==> src/rtl/kst_pkg.sv <==
// ---------------------------------------------------------------------------
// kst_pkg: shared types and constants for the k-smallest and mean tracker
// Word formats, cell link type and arithmetic widths used by all modules.
// ---------------------------------------------------------------------------
`default_nettype none

package kst_pkg;

    // number of kept prices, one cell each
    localparam int KEEP_SMALLEST = 5;

    localparam int PRICE_W  = 16;
    localparam int SUM_W    = 32;
    localparam int CNT_W    = 16;
    localparam int FRAC_W   = 8;
    localparam int MEAN_W   = 24;
    localparam int KEPT_W   = 3;
    localparam int DIVD_W   = SUM_W + FRAC_W;
    localparam int DIVC_W   = $clog2(DIVD_W);

    // mean clamp, 65535.0 in 16.8 fixed point
    localparam logic [MEAN_W-1:0] MEAN_MAX = 24'hFFFF00;

    // input word
    typedef struct packed {
        logic [PRICE_W-1:0] price;
        logic               seller_present;
        logic               is_sell_order;
        logic               end_of_list;
    } ord_word_t;

    // result word
    typedef struct packed {
        logic               found;
        logic [MEAN_W-1:0]  mean_price;
        logic [KEPT_W-1:0]  kept_total;
        logic [PRICE_W-1:0] smallest_first;
        logic [PRICE_W-1:0] smallest_second;
        logic [PRICE_W-1:0] smallest_third;
        logic [PRICE_W-1:0] smallest_fourth;
        logic [PRICE_W-1:0] smallest_fifth;
    } res_word_t;

    // what one cell hands to its right neighbor
    typedef struct packed {
        logic               disp;
        logic               valid;
        logic [PRICE_W-1:0] value;
    } cell_link_t;

    // controls shared by all cells
    typedef struct packed {
        logic ins;
        logic clr;
    } cell_ctl_t;

endpackage

`default_nettype wire

==> src/rtl/kst_cell.sv <==
// ---------------------------------------------------------------------------
// kst_cell: one slot of the sorted insertion chain
// Holds one kept price. On insert it is displaced when empty or larger than
// the new price, then takes the left value or the new price.
// ---------------------------------------------------------------------------
`default_nettype none

module kst_cell (
    input  wire logic                        clk,
    input  wire logic                        rst_n,
    input  wire kst_pkg::cell_ctl_t          ctl,
    input  wire logic [kst_pkg::PRICE_W-1:0] price,
    input  wire kst_pkg::cell_link_t         left,
    output kst_pkg::cell_link_t              right
);

    logic                        valid_reg;
    logic                        valid_next;
    logic [kst_pkg::PRICE_W-1:0] value_reg;
    logic [kst_pkg::PRICE_W-1:0] value_next;
    logic                        disp;

    // displaced when empty or strictly larger (equal prices stay in front)
    assign disp = !valid_reg || (value_reg > price);

    assign right.disp  = disp;
    assign right.valid = valid_reg;
    assign right.value = value_reg;

    // next slot contents
    always_comb
    begin
        valid_next = valid_reg;
        value_next = value_reg;
        if (ctl.clr)
        begin
            valid_next = 1'b0;
            value_next = '0;
        end
        else if (ctl.ins && disp)
        begin
            valid_next = valid_reg | left.valid;
            value_next = left.disp ? left.value : price;
        end
    end

    always_ff @(posedge clk or negedge rst_n)
    begin
        if (!rst_n)
        begin
            valid_reg <= 1'b0;
            value_reg <= '0;
        end
        else
        begin
            valid_reg <= valid_next;
            value_reg <= value_next;
        end
    end

endmodule

`default_nettype wire

==> src/rtl/kst_divider.sv <==
// ---------------------------------------------------------------------------
// kst_divider: bit-serial restoring divider
// One quotient bit per cycle; done pulses with the quotient held after.
// ---------------------------------------------------------------------------
`default_nettype none

module kst_divider (
    input  wire logic                       clk,
    input  wire logic                       rst_n,
    input  wire logic                       start,
    input  wire logic [kst_pkg::DIVD_W-1:0] dividend,
    input  wire logic [kst_pkg::CNT_W-1:0]  divisor,
    output logic                            done,
    output logic [kst_pkg::DIVD_W-1:0]      quotient
);

    localparam logic [kst_pkg::DIVC_W-1:0] LAST_STEP = kst_pkg::DIVC_W'(kst_pkg::DIVD_W - 1);

    logic                        run_reg;
    logic                        run_next;
    logic                        done_reg;
    logic                        done_next;
    logic [kst_pkg::DIVC_W-1:0]  cnt_reg;
    logic [kst_pkg::DIVC_W-1:0]  cnt_next;
    logic [kst_pkg::CNT_W-1:0]   rem_reg;
    logic [kst_pkg::CNT_W-1:0]   rem_next;
    logic [kst_pkg::DIVD_W-1:0]  q_reg;
    logic [kst_pkg::DIVD_W-1:0]  q_next;
    logic [kst_pkg::CNT_W-1:0]   dvs_reg;
    logic [kst_pkg::CNT_W-1:0]   dvs_next;
    logic [kst_pkg::CNT_W:0]     trial;
    logic [kst_pkg::CNT_W:0]     diff;
    logic                        ge;

    // one trial subtract per cycle
    assign trial = {rem_reg, q_reg[kst_pkg::DIVD_W-1]};
    assign ge    = trial >= {1'b0, dvs_reg};
    assign diff  = trial - {1'b0, dvs_reg};

    always_comb
    begin
        run_next  = run_reg;
        done_next = 1'b0;
        cnt_next  = cnt_reg;
        rem_next  = rem_reg;
        q_next    = q_reg;
        dvs_next  = dvs_reg;
        if (start)
        begin
            run_next = 1'b1;
            cnt_next = '0;
            rem_next = '0;
            q_next   = dividend;
            dvs_next = divisor;
        end
        else if (run_reg)
        begin
            rem_next = ge ? diff[kst_pkg::CNT_W-1:0] : trial[kst_pkg::CNT_W-1:0];
            q_next   = {q_reg[kst_pkg::DIVD_W-2:0], ge};
            cnt_next = cnt_reg + 1'b1;
            if (cnt_reg == LAST_STEP)
            begin
                run_next  = 1'b0;
                done_next = 1'b1;
            end
        end
    end

    always_ff @(posedge clk or negedge rst_n)
    begin
        if (!rst_n)
        begin
            run_reg  <= 1'b0;
            done_reg <= 1'b0;
            cnt_reg  <= '0;
        end
        else
        begin
            run_reg  <= run_next;
            done_reg <= done_next;
            cnt_reg  <= cnt_next;
        end
    end

    // datapath, no reset needed
    always_ff @(posedge clk)
    begin
        rem_reg <= rem_next;
        q_reg   <= q_next;
        dvs_reg <= dvs_next;
    end

    assign done     = done_reg;
    assign quotient = q_reg;

endmodule

`default_nettype wire

==> src/rtl/k_smallest_and_mean_tracker_core.sv <==
// ---------------------------------------------------------------------------
// k_smallest_and_mean_tracker_core: streaming five smallest prices and mean
// Qualifying orders feed a sum, a count and a chain of sorted cells; the
// end of a list produces one result word with the 16.8 mean.
// ---------------------------------------------------------------------------
//
//  channel | signals               | direction | word
//  --------+-----------------------+-----------+------------------
//  ord     | ord, ord_valid        | in        | kst_pkg::ord_word_t
//          | ord_stall             | out       |
//  res     | res, res_valid        | out       | kst_pkg::res_word_t
//          | res_stall             | in        |
//
//  a new word is taken each cycle while ord_stall is low
//  an end_of_list word holds ord_stall high while the sequencer snapshots and
//  clears the tracker, waits on the bit-serial divider, captures the mean and
//  loads res
//  the load into res waits while an earlier result word sits stalled there
//  the next list may start while the previous result waits on res_stall
//  reset clears all tracker state; no clearing pass is needed
// ---------------------------------------------------------------------------
`default_nettype none

module k_smallest_and_mean_tracker_core (
    input  wire logic               clk,
    input  wire logic               rst_n,
    input  wire kst_pkg::ord_word_t ord,
    input  wire logic               ord_valid,
    output logic                    ord_stall,
    output kst_pkg::res_word_t      res,
    output logic                    res_valid,
    input  wire logic               res_stall
);

    localparam logic [1:0] ST_IDLE = 2'd0;
    localparam logic [1:0] ST_FIN  = 2'd1;
    localparam logic [1:0] ST_DIV  = 2'd2;
    localparam logic [1:0] ST_DONE = 2'd3;

    logic [1:0]                  state_reg;
    logic [1:0]                  state_next;
    logic [kst_pkg::SUM_W-1:0]   sum_reg;
    logic [kst_pkg::SUM_W-1:0]   sum_next;
    logic [kst_pkg::CNT_W-1:0]   count_reg;
    logic [kst_pkg::CNT_W-1:0]   count_next;
    kst_pkg::res_word_t          pend_reg;
    kst_pkg::res_word_t          pend_next;
    kst_pkg::res_word_t          out_reg;
    kst_pkg::res_word_t          out_next;
    logic                        out_valid_reg;
    logic                        out_valid_next;

    logic                        take;
    logic                        qualify;
    logic                        res_free;
    logic [kst_pkg::SUM_W:0]     sum_wide;
    logic [kst_pkg::KEPT_W-1:0]  kept_cnt;
    logic                        div_done;
    logic [kst_pkg::DIVD_W-1:0]  div_q;
    logic [kst_pkg::MEAN_W-1:0]  mean_sat;
    kst_pkg::cell_ctl_t          ctl;
    kst_pkg::cell_link_t         link [kst_pkg::KEEP_SMALLEST+1];

    assign ord_stall = (state_reg != ST_IDLE);
    assign take      = ord_valid && !ord_stall;
    assign qualify   = take && ord.seller_present && ord.is_sell_order;
    assign res_free  = !out_valid_reg || !res_stall;

    // head of the chain: never displaced, always valid
    assign link[0].disp  = 1'b0;
    assign link[0].valid = 1'b1;
    assign link[0].value = '0;

    assign ctl.ins = qualify;
    assign ctl.clr = (state_reg == ST_FIN);

    // sorted insertion chain
    for (genvar i = 0; i < kst_pkg::KEEP_SMALLEST; i++)
    begin : g_cell
        kst_cell u_cell (
            .clk   (clk),
            .rst_n (rst_n),
            .ctl   (ctl),
            .price (ord.price),
            .left  (link[i]),
            .right (link[i+1])
        );
    end

    // number of occupied cells
    always_comb
    begin
        kept_cnt = '0;
        for (int i = 1; i <= kst_pkg::KEEP_SMALLEST; i++)
        begin
            kept_cnt = kept_cnt + kst_pkg::KEPT_W'(link[i].valid);
        end
    end

    // mean divider
    kst_divider u_div (
        .clk      (clk),
        .rst_n    (rst_n),
        .start    (ctl.clr),
        .dividend ({sum_reg, {kst_pkg::FRAC_W{1'b0}}}),
        .divisor  (count_reg),
        .done     (div_done),
        .quotient (div_q)
    );

    // clamp quotient to 65535.0
    assign mean_sat = (div_q > kst_pkg::DIVD_W'(kst_pkg::MEAN_MAX)) ?
                      kst_pkg::MEAN_MAX : div_q[kst_pkg::MEAN_W-1:0];

    assign sum_wide = {1'b0, sum_reg} + kst_pkg::SUM_W'(ord.price);

    // tracker, sequencer and result register
    always_comb
    begin
        state_next     = state_reg;
        sum_next       = sum_reg;
        count_next     = count_reg;
        pend_next      = pend_reg;
        out_next       = out_reg;
        out_valid_next = out_valid_reg;

        if (out_valid_reg && !res_stall)
        begin
            out_valid_next = 1'b0;
        end

        if (qualify)
        begin
            sum_next   = sum_wide[kst_pkg::SUM_W] ? '1 : sum_wide[kst_pkg::SUM_W-1:0];
            count_next = (count_reg == '1) ? count_reg : count_reg + 1'b1;
        end

        case (state_reg)
            ST_IDLE:
            begin
                if (take && ord.end_of_list)
                begin
                    state_next = ST_FIN;
                end
            end
            ST_FIN:
            begin
                // snapshot the kept prices, then clear everything
                pend_next                 = '0;
                pend_next.found           = (count_reg != '0);
                pend_next.kept_total      = kept_cnt;
                pend_next.smallest_first  = link[1].value;
                pend_next.smallest_second = link[2].value;
                pend_next.smallest_third  = link[3].value;
                pend_next.smallest_fourth = link[4].value;
                pend_next.smallest_fifth  = link[5].value;
                sum_next                  = '0;
                count_next                = '0;
                state_next                = ST_DIV;
            end
            ST_DIV:
            begin
                if (div_done)
                begin
                    pend_next.mean_price = pend_reg.found ? mean_sat : '0;
                    state_next           = ST_DONE;
                end
            end
            ST_DONE:
            begin
                if (res_free)
                begin
                    out_next       = pend_reg;
                    out_valid_next = 1'b1;
                    state_next     = ST_IDLE;
                end
            end
            default:
            begin
                state_next = ST_IDLE;
            end
        endcase
    end

    always_ff @(posedge clk or negedge rst_n)
    begin
        if (!rst_n)
        begin
            state_reg     <= ST_IDLE;
            sum_reg       <= '0;
            count_reg     <= '0;
            out_valid_reg <= 1'b0;
        end
        else
        begin
            state_reg     <= state_next;
            sum_reg       <= sum_next;
            count_reg     <= count_next;
            out_valid_reg <= out_valid_next;
        end
    end

    always_ff @(posedge clk)
    begin
        pend_reg <= pend_next;
        out_reg  <= out_next;
    end

    assign res       = out_reg;
    assign res_valid = out_valid_reg;

    // occupied cells always form a prefix of the chain
    for (genvar i = 2; i <= kst_pkg::KEEP_SMALLEST; i++)
    begin : g_chk
        a_prefix: assert property (@(posedge clk) disable iff (!rst_n)
            link[i].valid |-> link[i-1].valid)
            else $error("kept cell valid above an empty cell");
    end

    // finishing a list leaves the tracker cleared
    a_clear: assert property (@(posedge clk) disable iff (!rst_n)
        state_reg == ST_FIN |=> (sum_reg == '0 && count_reg == '0 && !link[1].valid))
        else $error("tracker not cleared after end of list");

    // a word with nothing found carries a zero mean and a zero kept total
    a_empty: assert property (@(posedge clk) disable iff (!rst_n)
        (res_valid && !res.found) |-> (res.mean_price == '0 && res.kept_total == '0))
        else $error("empty result carries data");

    // divider completes only while the sequencer waits for it
    a_div: assert property (@(posedge clk) disable iff (!rst_n)
        div_done |-> state_reg == ST_DIV)
        else $error("divider finished outside of its wait");

endmodule

`default_nettype wire
==> config.mk <==
export PLATFORM = sky130hd
export DESIGN_NAME = k_smallest_and_mean_tracker_core
export DESIGN_NICKNAME = d
export VERILOG_FILES = /design/src/rtl/kst_pkg.sv /design/src/rtl/kst_cell.sv /design/src/rtl/kst_divider.sv /design/src/rtl/k_smallest_and_mean_tracker_core.sv
export SDC_FILE = /design/constraint.sdc
export NUM_CORES = 1
export LEC_CHECK = 0
export BUFFER_PORTS_ARGS = -buffer_cell sky130_fd_sc_hd__buf_2
export CORE_MARGIN = 2
export CORE_UTILIZATION = 65
export DETAILED_ROUTE_END_ITERATION = 7
export GPL_TIMING_DRIVEN = 0
export PLACE_DENSITY = 0.85
export SETUP_SLACK_MARGIN = 0.5
export SYNTH_ARGS = -nofsm -noshare
export SYNTH_HDL_FRONTEND = slang
export SYNTH_HIERARCHICAL = 1
export SYNTH_SLANG_ARGS = --single-unit
==> constraint.sdc <==
create_clock -name clk -period 22.7 [get_ports clk]
set_input_delay 3.405 -clock clk [delete_from_list [all_inputs] [get_ports clk]]
set_output_delay 3.405 -clock clk [all_outputs]
set_load 0.01 [all_outputs]
* Yosys cells after proc, flatten, opt, wreduce, memory -nomap -nowiden *
Cells that the tools add are included.

cells by class
  add/subtract/negate cells = 8
  reductions and logical operators = 39
  magnitude comparators = 7
  multiplexer cells = 52
  bitwise gates (word level) = 4
  equal/unequal tests = 9

operators with widths
  cell                                                             number
  2-to-1 mux 16 bit                                                18
  2-to-1 mux 32 bit                                                3
  greater-than comparator 16 bit                                   5
  2-to-1 mux 40 bit                                                2
  2-to-1 mux 24 bit                                                3
  one-hot mux 24 bit (2 select lines)                              1
  greater-than comparator 40 x 24 -> 1 bit, second input constant  1
  adder 32 x 16 -> 33 bit                                          1
  2-to-1 mux 1 bit                                                 19
  nonzero test 2 bit                                               9
  >= comparator 17 x 16 -> 1 bit                                   1
  adder 16 x 1 -> 16 bit, second input constant                    1
  == test 16 bit, second input constant                            1
  nonzero test 16 bit                                              1
  subtractor 16 bit                                                1
  2-to-1 mux 6 bit                                                 2
  logical AND 1 bit                                                10
  zero test 1 bit                                                  8
  one-hot mux 2 bit (4 select lines)                               1
  adder 3 x 1 -> 3 bit                                             2
  adder 6 x 1 -> 6 bit, second input constant                      1
  == test 6 bit, second input constant                             1
  logical OR 1 bit                                                 6
  2-to-1 mux 2 bit                                                 3
  other kinds (10)                                                 18

word-level totals
  bits in registers = 432

* Longest topological paths before layout *
Gate-level depths: netlist of run 1.

  depth in word-level cells = 8
  gate-level depth with buffers = 13
  gate-level depth less buffers = 10

* Hierarchy *
Netlist of run 1, hierarchy kept.

modules (own cells, without submodules)
  module                            cells each  area an instance (sq um)  instances
  k_smallest_and_mean_tracker_core  661         10238.6                   1
  kst_cell                          153         1511.4                    5
  kst_divider                       362         4259.1                    1

* Worst setup path after synthesis of run 1 *
OpenSTA, ideal clock, no wires.

  kind = input port to flip-flop
  start point = in res_stall
  end point = reg out_reg, in the netlist res[0], enable pin
  buffers on the path = 0
  setup time = 738 ps
  cell stages on the path = 1
  setup slack = 10736 ps
  data arrival time = 11225 ps
  path through = a21boi_0

on the way
  longest elaborated chain between the ends = 3

ends and longest elaborated chain
  what                                  RTL line                                 source
  start: declaration                    k_smallest_and_mean_tracker_core.sv:32   input wire logic res_stall
  zero test 1 bit                       k_smallest_and_mean_tracker_core.sv:67   assign res_free = !out_valid_reg || !res_stall;
  logical OR 1 bit                      k_smallest_and_mean_tracker_core.sv:67
  AND reduction 2 bit (no source line)  n/a
  end signal: assignment                k_smallest_and_mean_tracker_core.sv:206  out_reg <= out_next;
  end: declaration                      k_smallest_and_mean_tracker_core.sv:48   kst_pkg::res_word_t out_reg;

Every way passes these cells.
A chain may end at the register's enable or synchronous reset.

* Worst setup path in the final report of run 1 *
  start point = in ord[18] in the netlist's numbering
  end point = reg g_cell[3].u_cell/value_reg[5] in the netlist's numbering

on the way
  longest elaborated chain between the ends = 5
  elaborated cells between the ends (all ways) = 9
  classes of those cells = 2 x order compare; 3 x mux; 4 x reduce/logical

ends and longest elaborated chain
  what                             RTL line                                source
  start: declaration               k_smallest_and_mean_tracker_core.sv:27  input wire kst_pkg::ord_word_t ord,
  greater-than comparator 16 bit   kst_cell.sv:24                          assign disp = !valid_reg || (value_reg > price);
  logical OR 1 bit                 kst_cell.sv:24
  named net g_cell[2].u_cell.disp  kst_cell.sv:21                          logic disp;
  2-to-1 mux 16 bit                kst_cell.sv:43                          value_next = left.disp ? left.value : price;
  2-to-1 mux 16 bit                kst_cell.sv:40                          else if (ctl.ins && disp)
  2-to-1 mux 16 bit                kst_cell.sv:35                          if (ctl.clr)
  end signal: assignment           kst_cell.sv:57                          value_reg <= value_next;
  end: declaration                 kst_cell.sv:19                          logic [kst_pkg::PRICE_W-1:0] value_reg;

The timed path passes the listed nets, and every way through them passes these cells. The select of a mux whose other input is x is not followed.

==> impl_results.md, run 1 <==
- Cell internal pwr: 0.001811 W
- First-pass GRT wire length: 78050 µm
- Area delta synth->final: 13.17%
- Skew-Pair Late Insertion Delay: 0.54 ns
- Clock network power share: 25.8%
- Worst path bufs/invs: 5
- Largest stage delay, worst path: 0.63 ns
- Cell Area, Placed: 23500 µm²
- Largest net degree at the start of global routing: 96
- Initial antenna violation count: 1
- Vias per cell: 6.030
- Fillers: 2072
- Setup_tns: 0 ns
- TritonCTS clock tree: built
- Synthesized instance count: 1783
- CP dominant cell by count: buf_2
- RSZ-0062 raised after global routing: no
- Synthesized area per cell: 12.35 µm²
- # Post-CTS Setup Buffers: 0
- Sequential power share: 44.1%
- Io pins: 133
- GP Congestion: 0.8992
- Final setup vio count: 0
- Initial Util: 65.85%
- Die ar.: 35370 µm²
- Hold Path Class: reg2reg
- Final instance area: 24930 µm²
- Comb power frac: 30.1%
- Minimum clock period: 6.415 ns
- Total of max-cap violations: 0
- Core ar.: 33450 µm²
- GR Overflow Total: 0
- CP delay by family, top: buffers and inverters
- Post-route DRC: 0
- GRT Util Overall: 27.90%
- Number of synthesis warnings: 6
- Pwr/cell area: 109.8 nW/µm²
- Ratio of cells with drive above 1 in the final layout: 20.05%
- Crit Path Class: in2reg
- Vias in the first global route: 14724
- Final slew viol count: 0
- Most frequent cells in the layout: edfxtp_1 (272), nor2_1 (179), dfrtp_1 (144)
- Cts hold-fix bufs: 0
- TritonRoute pass-1 iters: 6
- CP Launch Type: input pin
- Critical-path cell list: buf_2 > inv_1 > ha_1 > nand4_4 > a2111oi_2 > nor4_1 > o21ai_0 > buf_4 > clkbuf_1 > buf_2 > mux2i_1 > nor2_1 > mux2_4
- Worst-path clk slew: 0.06 ns
- Root Buffer: clkbuf_16
- Final-stage net count: 2138
- Relative slew slack: 39.42%
- DPL Wire Length: 34700 µm
- Crit path capture type: flop
- Maximum clock path buffer count: 3
- CP max stage cell: a2111oi_2
- Maximum clock rate: 155.9 MHz
- WL final: 49390 µm
- Worst EP arrival: 6.84 ns
- Clock Skew: 0.02081 ns
- Switching power: 0.0009265 W
- P_leak: 11.44 nW
- Crit path required time: 23.13 ns
- # rows: 67
- Mapped Area: 22030 µm²
- Crit Path Max Fanout: 11
- Worst-Margin Slew: 0.9047 ns
- Most common cell after layout, fill and taps aside: edfxtp_1
- Net Sw Frac: 33.84%
- Hold Vio Cnt, Final: 0
- WL/cell: 19.96 µm
- VDD IR max: 0.07018 mV
- # resized after CTS: 0
- DR iter-0 viols: 1199
- Antenna viol nets, final: 0
- Die Ht: 188.1 µm
- Via count: 14919
- Htree depth: 2
- Chip Width: 188.1 µm
- Port bufs: 132
- Num Clock Sinks: 432
- Tcrit/Tclk final: 28.26%
- Status: finished clean
- CTS Buf Count: 43
## stage by stage
step	total power, W	setup WS (ns)	utilization, %	cells	hold slack (ns)
finish	0.002738	16.28	74.53	2474	0.4117
global route	0.002875	16.17	74.52	2473	0.4197
CTS	0.002740	16.37	74.52	2473	0.4147
detailed placement	0.002028	15.85	70.27	2393	0.4045
global placement	0.002007	7.598	69.77	2387	0.4004
floorplan	0.001781	10.74	-	1807	0.4003
## power by group through the flow
| stage | registers [W] | logic, W | clock network (W) |
|---|---|---|---|
| after floorplan | 0.00123 | 0.000552 | 0 |
| after global placement | 0.00125 | 0.000756 | 0 |
| after detailed placement | 0.00122 | 0.000811 | 0 |
| after CTS | 0.00120 | 0.000819 | 0.000716 |
| after global routing | 0.00122 | 0.000905 | 0.000747 |
| final | 0.00121 | 0.000825 | 0.000706 |
## routing by layer
layer  vias up  GRT usage (%)  wire (µm)
li1       6881              -          -
met1      7317          38.97      20990
met2       602          44.62      23310
met3       119          4.492       3479
met4         0          10.08       1618
met5         -              0          0
## worst paths after layout
kind                                                     start                             end  slack (ns)  cells after the start
worst max-delay path                                   ord[18]   g_cell[3].u_cell/value_reg[5]       16.28                     13
worst min-delay path                              pend_reg[29]                         res[29]        0.41                      0
worst max register to register  g_cell[2].u_cell/value_reg[15]   g_cell[3].u_cell/value_reg[5]       19.17                     11
worst min register to register                    pend_reg[29]                         res[29]        0.41                      0
max in group asynchronous                                rst_n                    state_reg[0]       19.01                      2
min in group asynchronous                                rst_n  g_cell[1].u_cell/value_reg[12]        2.82                      1
## area by class of cell
class	instances	area, µm²	area share [%]
Clock buffer	49	1130	4.532
Multi-Input combinational cell	1180	9200	36.91
Inverter	117	439.2	1.762
Buffer	78	414.1	1.661
Clock inverter	31	292.8	1.175
Sequential cell	432	12090	48.51
Antenna cell	1	2.502	0.01004
Timing Repair Buffer	138	797.0	3.197
Tap cell	448	560.5	2.249
## worst register-to-register path, delay by kind of cell, from the launching register on
kind	cells	cell delay, ns
mux	2	0.58
simple gates	3	0.37
buf+inv	3	0.84
fa+ha+maj	1	0.38
compound gates	2	0.81
flops	1	0.43
Power figures use the tool's default switching activity.
==> run 2, diff against run 1 <==
Settings changed: ABC_AREA set to 1, CORE_UTILIZATION 65 to 62, PLACE_DENSITY 0.85 to 0.82.
Clock period 22.7 ns to 6.1 ns, I/O delays scaled along.
==> impl_results.md, run 2 <==
- Worst EP arrival: 3.56 ns (-3.28 ns)
- Vias per cell: 5.575 (-7.6%)
- Hold Vio Cnt, Final: 0 (unchanged)
- Final Util: 71.37% (-3.2 points)
- Die Ht: 194.3 µm (+3.3%)
- DPL Wire Length: 40120 µm (+16%)
- WL final: 54210 µm (+9.8%)
- VDD IR max: 0.2991 mV (+330%)
- Largest net degree at the start of global routing: 97 (+1.0%)
- Crit path required time: 6.29 ns (-16.84 ns)
- Final setup vio count: 0 (unchanged)
- Reg2reg start: state_reg[1]
- CP startpoint: state_reg[1]
- Clock Skew: 0.01888 ns (-0.001930 ns)
- CTS Buf Count: 44 (+2.3%)
- Core ar.: 35660 µm² (+6.6%)
- RSZ-0062 raised after global routing: no
- Via count: 17582 (+18%)
- DR iter-0 viols: 1558 (+30%)
- Hold Path Class: in2async
- Critical-path cell list: inv_1 > ha_4 > clkbuf_1 > nor2_1 > clkbuf_1 > inv_2
- Chip Width: 194.3 µm (+3.3%)
- Root Buffer: clkbuf_16
- Maximum clock rate: 296.5 MHz
- Num Clock Sinks: 432 (unchanged)
- Die ar.: 37750 µm² (+6.7%)
- Synthesized instance count: 2445 (+37%)
- Crit Path Class: reg2reg
- Crit path capture type: flop
- Most frequent cells in the layout: nand2_1 (780), inv_1 (281), edfxtp_1 (272)
- Worst path bufs/invs: 4 (-1)
- Worst-path clk slew: 0.06 ns (about the same)
- Skew-Pair Late Insertion Delay: 0.58 ns (+0.04 ns)
- Worst-Margin Slew: 0.9160 ns (+0.01133 ns)
- Minimum clock period: 3.373 ns
- Placed cells: 3072 (+28%)
- GR Overflow Total: 0 (unchanged)
- # rows: 69 (+3.0%)
- Area delta synth->final: 13.34%
- Setup WS post-layout: 2.727 ns (-13.56 ns)
- Vias in the first global route: 17254 (+17%)
- Io pins: 133 (unchanged)
- Status: complete, but fails checks
- # Post-CTS Setup Buffers: 0 (unchanged)
- Tcrit/Tclk final: 55.29%
- Initial antenna violation count: 0 (-1)
- Final slew viol count: 0 (unchanged)
- P_leak: 12.45 nW (+8.8%)
- CP delay by family, top: buffers and inverters
- Pre-CTS WS: 2.237 ns (-13.61 ns)
- First-pass GRT wire length: 87980 µm (+13%)
- Pwr/cell area: 429.4 nW/µm² (+290%)
- TritonRoute pass-1 iters: 8 (+2)
- Most common cell after layout, fill and taps aside: nand2_1
- Cts hold-fix bufs: 0 (unchanged)
- CP dominant cell by count: clkbuf_1
- Synthesized area per cell: 9.183 µm² (-26%)
- Relative slew slack: 38.80% (-0.63 points)
- Post-route DRC: 10 (+10)
- Setup_tns: 0 ns (unchanged)
- WL/cell: 17.19 µm (-14%)
- CP Launch Type: flop
- Number of synthesis warnings: 6 (unchanged)
- Ratio of cells with drive above 1 in the final layout: 12.93% (-7.1 points)
- Final-stage net count: 2805 (+31%)
- Final cell count without fillers: 3154 (+27%)
- Maximum clock path buffer count: 3 (unchanged)
- Crit Path Max Fanout: 50 (+39)
- Largest stage delay, worst path: 0.72 ns (+0.09 ns)
- Port bufs: 132 (unchanged)
- Htree depth: 2 (unchanged)
- Initial Util: 62.97% (-2.9 points)
- GP Congestion: 0.9771 (+8.7%)
- CP max stage cell: inv_2
- TritonCTS clock tree: built
- # resized after CTS: 0 (unchanged)
- Total of max-cap violations: 0 (unchanged)
- Failing checks: design-rule violations
- Antenna viol nets, final: 0 (unchanged)
- Mapped Area: 22450 µm² (+1.9%)
- GRT Util Overall: 29.35% (+1.5 points)
-- run 2: power by group --
group          switching, W  internal, W  total, W
clock network       0.00112      0.00163   0.00275
registers          0.000374      0.00416   0.00453
logic               0.00240      0.00125   0.00365
total               0.00389      0.00703    0.0109
-- run 2: cell type report --
cell class,count,area [µm²]
multi-input cells,1660,8840
diodes,1,2.502
repair buffers,138,797.0
clock inverters,17,216.5
clock buffers,64,1269
well taps,461,576.8
fillers,2617,10210
inverters,291,1092
flip-flops and latches,432,12090
plain buffers,90,560.5
-- run 2: per-layer routing --
layer  part of all wire [%]  GRT usage [%]
met1                     42          39.58
met4                    4.3          13.62
met3                    7.6          4.164
met2                     46          47.59
met5                      0              0
-- run 2: path summary, 6_finish.rpt --
kind	end	cells after the start	slack (ns)
setup / recovery	u_div/quotient[25]	6	2.73
hold / removal	sum_reg[21]	1	0.29
setup reg to reg	u_div/quotient[25]	6	2.73
hold reg to reg	res[68]	0	0.40
max in group asynchronous	g_cell[3].u_cell/value_reg[13]	2	4.97
min in group clk	res[68]	0	0.40
-- run 2: worst reg2reg max path: cells and delay by family, from the launching register on --
| family | cells | cell delay (ns) |
|---|---|---|
| fa+ha+maj | 1 | 0.65 |
| buf+inv | 4 | 1.63 |
| flops | 1 | 0.40 |
| simple gates | 1 | 0.29 |
-- run 2: stage by stage --
| step | instance area [µm²] | hold slack [ns] | power, W |
|---|---|---|---|
| floorplan | 22560 | 0.4003 | 0.007038 |
| global placement | 23800 | 0.4039 | 0.007996 |
| detailed placement | 23960 | 0.4045 | 0.008181 |
| CTS | 25440 | 0.2886 | 0.01095 |
| global route | 25440 | 0.3119 | 0.01158 |
| finish | 25450 | 0.2855 | 0.01093 |
